## src/design/dq_pkg.sv

```systemverilog
// Shared types and constants for the double-ended queue.
// Operation and status codes, controller states and the control/status bundles.
// No dependencies.
package dq_pkg;

  localparam int VALUE_W  = 32;
  localparam int OP_W     = 2;
  localparam int STATUS_W = 2;
  localparam int OCC_W    = 5;

  typedef enum logic [OP_W-1:0] {
    OP_INS_FRONT = 2'd0,
    OP_INS_REAR  = 2'd1,
    OP_DEL_FRONT = 2'd2,
    OP_DEL_REAR  = 2'd3
  } op_t;

  typedef enum logic [STATUS_W-1:0] {
    ST_OK    = 2'd0,
    ST_UNDER = 2'd1,
    ST_OVER  = 2'd2
  } status_t;

  typedef enum logic [1:0] {
    S_IDLE,
    S_EXEC,
    S_READ,
    S_LOAD
  } state_t;

  // Controller to datapath
  typedef struct packed {
    logic capture;
    logic exec;
    logic read;
    logic load_out;
  } cmd_t;

  // Datapath to controller
  typedef struct packed {
    logic out_free;
  } sts_t;

endpackage

```

## src/design/dq_ram.sv

```systemverilog
// Generic single-write, dual-read RAM with registered read data.
// Used for the queue entry storage. No dependencies.
module dq_ram #(
  parameter int WIDTH = 32,
  parameter int DEPTH = 16,
  localparam int AW = (DEPTH > 1) ? $clog2(DEPTH) : 1
) (
  input  logic             clk,
  input  logic             we,
  input  logic [AW-1:0]    waddr,
  input  logic [WIDTH-1:0] wdata,
  input  logic             re,
  input  logic [AW-1:0]    raddr_a,
  input  logic [AW-1:0]    raddr_b,
  output logic [WIDTH-1:0] rdata_a,
  output logic [WIDTH-1:0] rdata_b
);

  logic [WIDTH-1:0] mem [DEPTH];

  // Write port
  always_ff @(posedge clk) begin
    if (we) begin
      mem[waddr] <= wdata;
    end
  end

  // Registered read ports, held while re is low
  always_ff @(posedge clk) begin
    if (re) begin
      rdata_a <= mem[raddr_a];
      rdata_b <= mem[raddr_b];
    end
  end

endmodule

```

## src/design/dq_ctrl.sv

```systemverilog
// Controller state machine for the double-ended queue.
// Sequences capture, pointer update, entry read and result load. Uses dq_pkg.
module dq_ctrl (
  input  logic          clk,
  input  logic          rst,
  input  logic          in_valid,
  output logic          in_ready,
  input  dq_pkg::sts_t  sts,
  output dq_pkg::cmd_t  cmd
);
  import dq_pkg::*;

  state_t state, state_next;

  // State register
  always_ff @(posedge clk) begin
    if (rst) begin
      state <= S_IDLE;
    end else begin
      state <= state_next;
    end
  end

  // Next state
  always_comb begin
    state_next = state;
    case (state)
      S_IDLE: begin
        if (in_valid) state_next = S_EXEC;
      end
      S_EXEC: state_next = S_READ;
      S_READ: state_next = S_LOAD;
      S_LOAD: begin
        if (sts.out_free) state_next = S_IDLE;
      end
      default: state_next = S_IDLE;
    endcase
  end

  // Outputs
  always_comb begin
    in_ready     = (state == S_IDLE);
    cmd.capture  = in_valid && (state == S_IDLE);
    cmd.exec     = (state == S_EXEC);
    cmd.read     = (state == S_READ);
    cmd.load_out = (state == S_LOAD) && sts.out_free;
  end

`ifndef SYNTHESIS
  a_load_needs_free_slot: assert property (@(posedge clk) disable iff (rst)
    cmd.load_out |-> sts.out_free)
    else $error("result loaded while output register busy");
  a_capture_then_exec: assert property (@(posedge clk) disable iff (rst)
    cmd.capture |=> cmd.exec)
    else $error("captured item not executed next cycle");
  a_exec_then_read: assert property (@(posedge clk) disable iff (rst)
    cmd.exec |=> cmd.read)
    else $error("entry read did not follow pointer update");
`endif

endmodule

```

## src/design/dq_datapath.sv

```systemverilog
// Datapath for the double-ended queue: pointers, count, entry RAM and result register.
// Driven by dq_ctrl through cmd_t; uses dq_pkg and dq_ram.
module dq_datapath #(
  parameter int DEPTH = 16
) (
  input  logic                            clk,
  input  logic                            rst,
  input  dq_pkg::cmd_t                    cmd,
  output dq_pkg::sts_t                    sts,
  input  logic [dq_pkg::OP_W-1:0]         operation,
  input  logic signed [dq_pkg::VALUE_W-1:0] value_in,
  output logic                            out_valid,
  input  logic                            out_ready,
  output logic [dq_pkg::STATUS_W-1:0]     status,
  output logic signed [dq_pkg::VALUE_W-1:0] front_value,
  output logic signed [dq_pkg::VALUE_W-1:0] rear_value,
  output logic                            is_empty,
  output logic [dq_pkg::OCC_W-1:0]        occupancy
);
  import dq_pkg::*;

  localparam int AW = (DEPTH > 1) ? $clog2(DEPTH) : 1;
  localparam int CW = $clog2(DEPTH + 1);

  function automatic logic [AW-1:0] ring_next(input logic [AW-1:0] i);
    ring_next = (i == AW'(DEPTH - 1)) ? '0 : AW'(i + 1'b1);
  endfunction

  function automatic logic [AW-1:0] ring_prev(input logic [AW-1:0] i);
    ring_prev = (i == '0) ? AW'(DEPTH - 1) : AW'(i - 1'b1);
  endfunction

  op_t                op_q;
  logic [VALUE_W-1:0] value_q;
  logic [AW-1:0]      head, head_next;
  logic [AW-1:0]      tail, tail_next;
  logic [CW-1:0]      count, count_next;
  status_t            status_q, status_next;
  logic               full, empty;
  logic               we;
  logic [AW-1:0]      waddr;
  logic [VALUE_W-1:0] rdata_a, rdata_b;

  assign full  = (count == CW'(DEPTH));
  assign empty = (count == '0);
  assign sts.out_free = !out_valid || out_ready;

  // Hold the accepted item
  always_ff @(posedge clk) begin
    if (cmd.capture) begin
      op_q    <= op_t'(operation);
      value_q <= value_in;
    end
  end

  // Apply the operation: unless rejected, move one pointer and, for an insert, write one entry
  always_comb begin
    head_next   = head;
    tail_next   = tail;
    count_next  = count;
    status_next = status_q;
    we          = 1'b0;
    waddr       = tail;
    if (cmd.exec) begin
      status_next = ST_OK;
      case (op_q)
        OP_INS_FRONT: begin
          if (full) begin
            status_next = ST_OVER;
          end else begin
            head_next  = ring_prev(head);
            waddr      = ring_prev(head);
            we         = 1'b1;
            count_next = CW'(count + 1'b1);
          end
        end
        OP_INS_REAR: begin
          if (full) begin
            status_next = ST_OVER;
          end else begin
            tail_next  = ring_next(tail);
            waddr      = tail;
            we         = 1'b1;
            count_next = CW'(count + 1'b1);
          end
        end
        OP_DEL_FRONT: begin
          if (empty) begin
            status_next = ST_UNDER;
          end else begin
            head_next  = ring_next(head);
            count_next = CW'(count - 1'b1);
          end
        end
        OP_DEL_REAR: begin
          if (empty) begin
            status_next = ST_UNDER;
          end else begin
            tail_next  = ring_prev(tail);
            count_next = CW'(count - 1'b1);
          end
        end
        default: status_next = ST_OK;
      endcase
    end
  end

  // Queue pointers and count
  always_ff @(posedge clk) begin
    if (rst) begin
      head  <= '0;
      tail  <= '0;
      count <= '0;
    end else begin
      head  <= head_next;
      tail  <= tail_next;
      count <= count_next;
    end
  end

  always_ff @(posedge clk) begin
    status_q <= status_next;
  end

  // Entry storage: read front and rear after the pointer update
  dq_ram #(
    .WIDTH (VALUE_W),
    .DEPTH (DEPTH)
  ) u_ram (
    .clk     (clk),
    .we      (we),
    .waddr   (waddr),
    .wdata   (value_q),
    .re      (cmd.read),
    .raddr_a (head),
    .raddr_b (ring_prev(tail)),
    .rdata_a (rdata_a),
    .rdata_b (rdata_b)
  );

  // Result register
  always_ff @(posedge clk) begin
    if (rst) begin
      out_valid <= 1'b0;
    end else if (cmd.load_out) begin
      out_valid <= 1'b1;
    end else if (out_ready) begin
      out_valid <= 1'b0;
    end
  end

  always_ff @(posedge clk) begin
    if (cmd.load_out) begin
      status      <= status_q;
      front_value <= empty ? '0 : $signed(rdata_a);
      rear_value  <= empty ? '0 : $signed(rdata_b);
      is_empty    <= empty;
      occupancy   <= OCC_W'(count);
    end
  end

`ifndef SYNTHESIS
  a_count_bound: assert property (@(posedge clk) disable iff (rst)
    count <= CW'(DEPTH))
    else $error("entry count beyond depth");
  a_ring_consistent: assert property (@(posedge clk) disable iff (rst)
    ((tail >= head) ? (int'(tail) - int'(head)) : (int'(tail) + DEPTH - int'(head)))
      == (full ? 0 : int'(count)))
    else $error("head, tail and count disagree");
  a_reject_holds_state: assert property (@(posedge clk) disable iff (rst)
    (cmd.exec && status_next != ST_OK) |=> ($stable(count) && $stable(head) && $stable(tail)))
    else $error("rejected operation changed queue state");
`endif

endmodule

```

## src/design/double_ended_queue.sv

```systemverilog
// Top level of the double-ended queue: controller plus datapath.
// Uses dq_pkg, dq_ctrl and dq_datapath.
//
//   channel | handshake            | payload
//   --------+----------------------+--------------------------------------------------
//   in      | in_valid / in_ready  | operation, value_in
//   out     | out_valid/out_ready  | status, front_value, rear_value, is_empty, occupancy
//
// After its input transfer an item passes through pointer update with entry write,
// registered RAM read of front and rear, and result load; the load waits while the
// output register is busy. A new item is taken only once the previous one is loaded.
// The result register holds a finished result while the next item is taken and worked.
// Reset empties the queue at once; entries are not cleared.
module double_ended_queue #(
  parameter int DEPTH = 16
) (
  input  logic                              clk,
  input  logic                              rst,
  input  logic                              in_valid,
  output logic                              in_ready,
  input  logic [dq_pkg::OP_W-1:0]           operation,
  input  logic signed [dq_pkg::VALUE_W-1:0] value_in,
  output logic                              out_valid,
  input  logic                              out_ready,
  output logic [dq_pkg::STATUS_W-1:0]       status,
  output logic signed [dq_pkg::VALUE_W-1:0] front_value,
  output logic signed [dq_pkg::VALUE_W-1:0] rear_value,
  output logic                              is_empty,
  output logic [dq_pkg::OCC_W-1:0]          occupancy
);
  import dq_pkg::*;

  cmd_t cmd;
  sts_t sts;

  dq_ctrl u_ctrl (
    .clk      (clk),
    .rst      (rst),
    .in_valid (in_valid),
    .in_ready (in_ready),
    .sts      (sts),
    .cmd      (cmd)
  );

  dq_datapath #(
    .DEPTH (DEPTH)
  ) u_datapath (
    .clk         (clk),
    .rst         (rst),
    .cmd         (cmd),
    .sts         (sts),
    .operation   (operation),
    .value_in    (value_in),
    .out_valid   (out_valid),
    .out_ready   (out_ready),
    .status      (status),
    .front_value (front_value),
    .rear_value  (rear_value),
    .is_empty    (is_empty),
    .occupancy   (occupancy)
  );

endmodule
```

## config.mk

```make
export PLATFORM = sky130hd
export DESIGN_NAME = double_ended_queue
export DESIGN_NICKNAME = d
export VERILOG_FILES = /design/src/design/dq_pkg.sv /design/src/design/dq_ram.sv /design/src/design/dq_ctrl.sv /design/src/design/dq_datapath.sv /design/src/design/double_ended_queue.sv
export SDC_FILE = /design/constraint.sdc
export NUM_CORES = 1
export LEC_CHECK = 0
export BUFFER_PORTS_ARGS = -buffer_cell sky130_fd_sc_hd__buf_2
export CAP_MARGIN = 5
export CORE_MARGIN = 2
export CORE_UTILIZATION = 62
export CTS_CLUSTER_DIAMETER = 100
export DETAILED_ROUTE_END_ITERATION = 6
export PLACE_DENSITY_LB_ADDON = 0.15
export SKIP_LAST_GASP = 1
export SYNTH_ARGS = -nofsm -noshare
export SYNTH_HDL_FRONTEND = slang
export SYNTH_SLANG_ARGS = --single-unit
export TNS_END_PERCENT = 50
```

## constraint.sdc

```tcl
create_clock -name clk -period 4.7 [get_ports clk]
set_clock_uncertainty 0.1 [all_clocks]
set_input_delay 0.235 -clock clk [delete_from_list [all_inputs] [get_ports clk]]
set_output_delay 0.235 -clock clk [all_outputs]
set_load 0.02 [all_outputs]
```

# Yosys cells after proc, flatten, opt, wreduce, memory -nomap -nowiden
# Memory sizes are Yosys's and may differ from the RTL's. A register that Yosys moved wholly into a read port is not among the register bits.
# Cells that the tools add are included.
# Widths: inputs -> output; s select.
word_totals:
  mem_bits_rw: 512
  inputBits: 38
  n_memories: 1
  word_cells: 84
  register_bits: 124
  output_inout_bits: 74
memory_table:
  columns: ["name", "depth", "word_bits", "rd", "rd_clocked_by_memory_dff", "write_ports", "line_no", "text"]
  rows:
  - ["u_datapath.u_ram.mem", 16, 32, 2, 2, 1, "dq_ram.sv:19", "logic [WIDTH-1:0] mem [DEPTH];"]
classes:
  n_mux: 29
  n_eq_ne: 17
  reduce_logical: 18
  n_addsub: 6
ops:
  columns: ["operator", "count"]
  rows:
  - ["$mux 4", 11]
  - ["$pmux 4 s2", 2]
  - ["$ne 2x2->1 const B", 7]
  - ["$mux 5", 2]
  - ["$pmux 5 s2", 1]
  - ["$add 4x1->4 const B", 2]
  - ["$eq 2x2->1 const B", 4]
  - ["$eq 4x4->1 const B", 2]
  - ["$logic_not 4->1", 2]
  - ["$mux 1", 8]
  - ["$pmux 2 s4", 1]
  - ["$reduce_and 4->1", 2]
  - ["$sub 4x1->4 const B", 2]
  - ["$mux 2", 3]
  - ["$reduce_bool 2->1", 3]
  - ["$add 5x1->5 const B", 1]
  - ["$eq 5x5->1 const B", 1]
  - ["$logic_not 5->1", 1]
  - ["$sub 5x1->5 const B", 1]
  - ["$eq 2x1->1 const B", 2]
  - ["$logic_not 2->1", 2]
  - ["$pmux 2 s2", 1]
  - ["$reduce_or 2->1", 2]
  - ["$reduce_and 3->1", 1]
  - ["other kinds (5)", 6]

# Depth between registers and ports, before layout
logic_depth:
  word_depth: 6
  ltp_mapped: 12
  depth_no_buf: 7

# Hierarchy
# Synthesis repeated with hierarchy kept, for this count alone.
hier_totals:
  cells_unflattened: 1480
  area_unflattened_um2: 29754.8
by_module_without_submodules:
  columns: ["module", "area_each_um2", "instances", "cells_each", "seq_area_each_um2"]
  rows:
  - ["dq_ram", 24828.8, 1, 1141, 17296.6]
  - ["dq_datapath", 4754.6, 1, 320, 3523.4]
  - ["dq_ctrl", 171.4, 1, 19, 40.0]

# Least setup slack after synthesis
# OpenSTA, ideal clock, no wires.
synth_path:
  path_type: "register to register"
  from: "register u_ctrl.state[1]"
  to: "register u_datapath.front_value[0] in the netlist's numbering (enable)"
  stages_incl_launch_ff: 3
  path_slack_ns: 0.343
  required_time_ns: 4.089
  arrival_time_ns: 3.746
  n_path_buf: 0
  setup_ns: 0.511
  synth_period_minus_slack_ns: 4.357
  cell_sequence: "dfxtp_1 > ha_1 > nor2b_1"
synth_lines:
  columns: ["item", "line_no", "text"]
  rows:
  - ["from (decl)", "dq_ctrl.sv:13", "state_t state, state_next;"]
  - ["from (signal assigned)", "dq_ctrl.sv:20", "state <= state_next;"]
  - ["to (signal assigned)", "dq_datapath.sv:155", "front_value <= empty ? '0 : $signed(rdata_a);"]
  - ["to (decl)", "dq_datapath.sv:15", "output logic signed [dq_pkg::VALUE_W-1:0] front_value,"]

# Worst setup path in the final report
layout_path:
  from: "register u_datapath.tail[0]"
  to: "register u_datapath.u_ram.rdata_b[22], read port of u_datapath.u_ram.mem, data pin"
layout_between:
  elab_chain_cells: 2
  word_cells_on_any_way: 3
  cone_classes: "1 x add/sub; 1 x mux; 1 x reduce/logical"
layout_rtl:
  columns: ["item", "line_no", "text"]
  rows:
  - ["from (decl)", "dq_datapath.sv:36", "logic [AW-1:0] tail, tail_next;"]
  - ["from (signal assigned)", "dq_datapath.sv:116", "tail <= tail_next;"]
  - ["$sub 4x1->4 or $logic_not 4->1 (tied branches)", "dq_datapath.sv:30", "ring_prev = (i == '0) ? AW'(DEPTH - 1) : AW'(i - 1'b1);"]
  - ["$mux 4 (*)", "dq_datapath.sv:30", null]
  - ["to (decl)", "dq_ram.sv:16", "output logic [WIDTH-1:0] rdata_b"]
# Every way passes the cells marked *; elsewhere a longest branch is shown, timed or not.
# A chain may end at the register's enable or synchronous reset.

==> flow_summary.toml <==
[status]
status = "finished, final reports clean"

[sta]
min_period_over_period = 0.7632
hold_ws_ns = 0.2364
setup_ws_ns = 1.113
fmax_mhz = 278.8
relSlewSlack = 0.2611
timing.final.hold_violations = 0
fin_crit_ns = 3.587
tns_ns = 0
rsz0062_at_grt = "false"
slew_viol_final = 0
finalSetupViolations = 0
tightest_slew_ns = 1.108

[routing]
drtAntennaViolNets = 0
avgRoutedWirePerCell_um = 30.85
wl_um = 74280
first_iter_violations = 2131
firstDrtPassIters = 6
drc = 0
viasPerCell = 7.044
dr_total_vias = 16963

[cts]
cts.reportedPaths.clkPinSlew_ns = 0.06
cts_setup_buffers = 0
clockBufferDepth = 3
cts_sinks = 700
cts_resized = 0
insertion_delay_ns = 0.61
cts_max_level = 3
cts_tree = "done"
clockRootBuffer = "clkbuf_16"
cts_made_buffers = 71

[setup_path]
path_max_fanout = 62
worstSetupPathType = "reg2reg"
worstSetupEndpointType = "register"
crit_required_ns = 4.94
cp.arrival_ns = 3.83
critical_path.startpoint_type = "register"

[finish]
register_area_um2 = 20870
area_growth_pct = 13.64
drive_gt1_frac = 0.2850
final_area_um2 = 34420
fillers = 2835
num-nets-final = 1788
multi_input_area_um2 = 8945
antennaDiodeCount = 0
utilization = 0.7178
stdcell_count = 2408

[placement]
dp_hpwl_um = 40550
numPortBuffers = 111
dpl_worst_slack_ns = 1.095
dp_cells = 2242
place_congestion = 0.8033
placedInstanceArea_um2 = 31650

[synthesis]
synth_enable_flop_cells = 684
synth_cell_types = 63
yosysTopAreaCell = "edfxtp_1"
yosysMostFrequentCell = "edfxtp_1"
postSynthAreaPerCell_um2 = 19.06
synth_common_cells = "684 x edfxtp_1, 217 x mux4_2, 70 x nor2_1, 68 x nor2b_1, 67 x mux2i_1"
synth-async-reset-ratio = 0
synth_seq_cells = 700
synth_seq_area_share = 0.6888
syn_inst = 1589
ys.flop_type = "edfxtp_1"
syn_area_um2 = 30280
yosys-top-cells-area = "edfxtp_1 68%, mux4_2 16%, mux2i_1 2.2%"
synth_top_area_share = 0.6782
yosys_warnings = 0
synth_fp_nets = 1639

[power_and_ir_drop]
p_sw_frac = 0.3097
total_power_mw = 19.77
combPwrFrac = 0.275
power.density_nw_per_um2 = 574.3
seqPwrFrac = 0.432
ir_drop_uv = 500.0
p_leak_nw = 10.95
p_int_mw = 13.64
clockPowerShare = 0.293
p_switching_mw = 6.121

[grt]
grt_pass1_vias = 17073
antenna_found_initial = 0
track_usage = 0.2997
grt_max_degree = 92
grt_first_pass_wirelength_um = 109000
grt.overflow.total = 0

[floorplanning]
chipHeight_um = 225.0
die_area_um2 = 50630
fp.coreArea_um2 = 47950
num_io_pins = 112
dieWidth_um = 225.0
initial_core_util = 0.6316
fp-row-count = 80

[job]
cap_violations = 0

[hold_path]
holdCritPathClass = "in2reg"
==> worst paths after layout <==
path | from | to | slack [ns] | cells past startpoint
worst min register to register | u_datapath.status_q[0] | u_datapath.status[0] | 0.31 | 0
worst max register to register | u_datapath.tail[0] | u_datapath.u_ram.rdata_b[22] | 1.11 | 7
worst min-delay path | value_in[23] | u_datapath.value_q[23] | 0.24 | 2
worst max-delay path | u_datapath.tail[0] | u_datapath.u_ram.rdata_b[22] | 1.11 | 7
==> metal layers <==
layer	up-vias	track usage	share of wire
li1	6956	-	-
met1	8779	0.4064	0.37
met2	1045	0.4917	0.50
met3	183	0.06128	0.10
met4	0	0.1064	0.035
met5	-	0	0
==> area by class of cell <==
| class | count | area share |
|---|---|---|
| Timing Repair Buffer | 190 | 0.04014 |
| Tap cell | 615 | 0.02236 |
| Inverter | 16 | 0.001745 |
| Multi-Input combinational cell | 759 | 0.2599 |
| Clock inverter | 36 | 0.01218 |
| Sequential cell | 700 | 0.6064 |
| Clock buffer | 92 | 0.05726 |
==> registers in the layout, summed over array words and instances, names as in the netlist <==
register and count:
u_ctrl.state 2, u_datapath.count 5, u_datapath.front_value 32, u_datapath.head 4, u_datapath.is_empty 1, u_datapath.occupancy 5
u_datapath.op_q 2, u_datapath.out_valid 1, u_datapath.rear_value 32, u_datapath.status 2, u_datapath.status_q 2, u_datapath.tail 4
u_datapath.u_ram.mem 512, u_datapath.u_ram.rdata_a 32, u_datapath.u_ram.rdata_b 32, u_datapath.value_q 32
==> worst max-delay path, cell delays in order (launching register included) <==
cell and delay [ns]:
dfxtp_2 0.32, inv_1 0.42, ha_4 0.32, or3b_2 0.54, nand2_8 0.57, mux4_2 0.60
a22oi_1 0.24, o211ai_1 0.15
==> power by group through the flow <==
stage	Sequential [mW]	Clock [mW]	Combinational (mW)
floorplan	8.49	0	3.79
global placement	8.62	0	5.27
detailed placement	8.65	0	5.37
CTS	8.53	5.85	5.44
global route	8.61	6.07	5.77
finish	8.54	5.78	5.44
==> layout by cell type, fill, tap and decap left out, types with 4 or more instances in the layout <==
master / n
mux2i_1: 67
and3_1: 4
a221oi_1: 31
nor2b_1: 67
nor2_4: 19
clkinv_2: 10
clkbuf_16: 75
edfxtp_1: 684
inv_1: 14
a31oi_1: 6
mux4_2: 217
bufinv_16: 9
nor2_1: 52
buf_12: 11
buf_4: 30
a21oi_1: 49
a221o_1: 31
mux4_1: 5
xnor2_1: 5
xor2_1: 4
o211ai_1: 33
nand3_1: 5
nand2_1: 51
a22oi_1: 32
nand2b_1: 5
clkbuf_1: 14
ha_1: 9
clkinv_1: 13
buf_2: 111
o21ai_0: 14
dfxtp_1: 12
dlygate4sd3_1: 38
nor3_1: 4
==> cells by family after synthesis <==
group | Yosys count | share of synthesized area
compound gates | 218 | 0.05342
buf+inv | 130 | 0.02248
flops | 700 | 0.6888
simple gates | 229 | 0.03888
xor+xnor | 9 | 0.002603
fa+ha+maj | 12 | 0.005206
mux | 291 | 0.1886
==> what timing repair did <==
| item | in CTS | in global routing |
|---|---|---|
| hold endpoints to repair | 50 | 0 |
| hold buffers | 38 | 0 |
| setup endpoints to repair | 0 | 0 |
No activity file was read; power rests on OpenSTA's default activity.
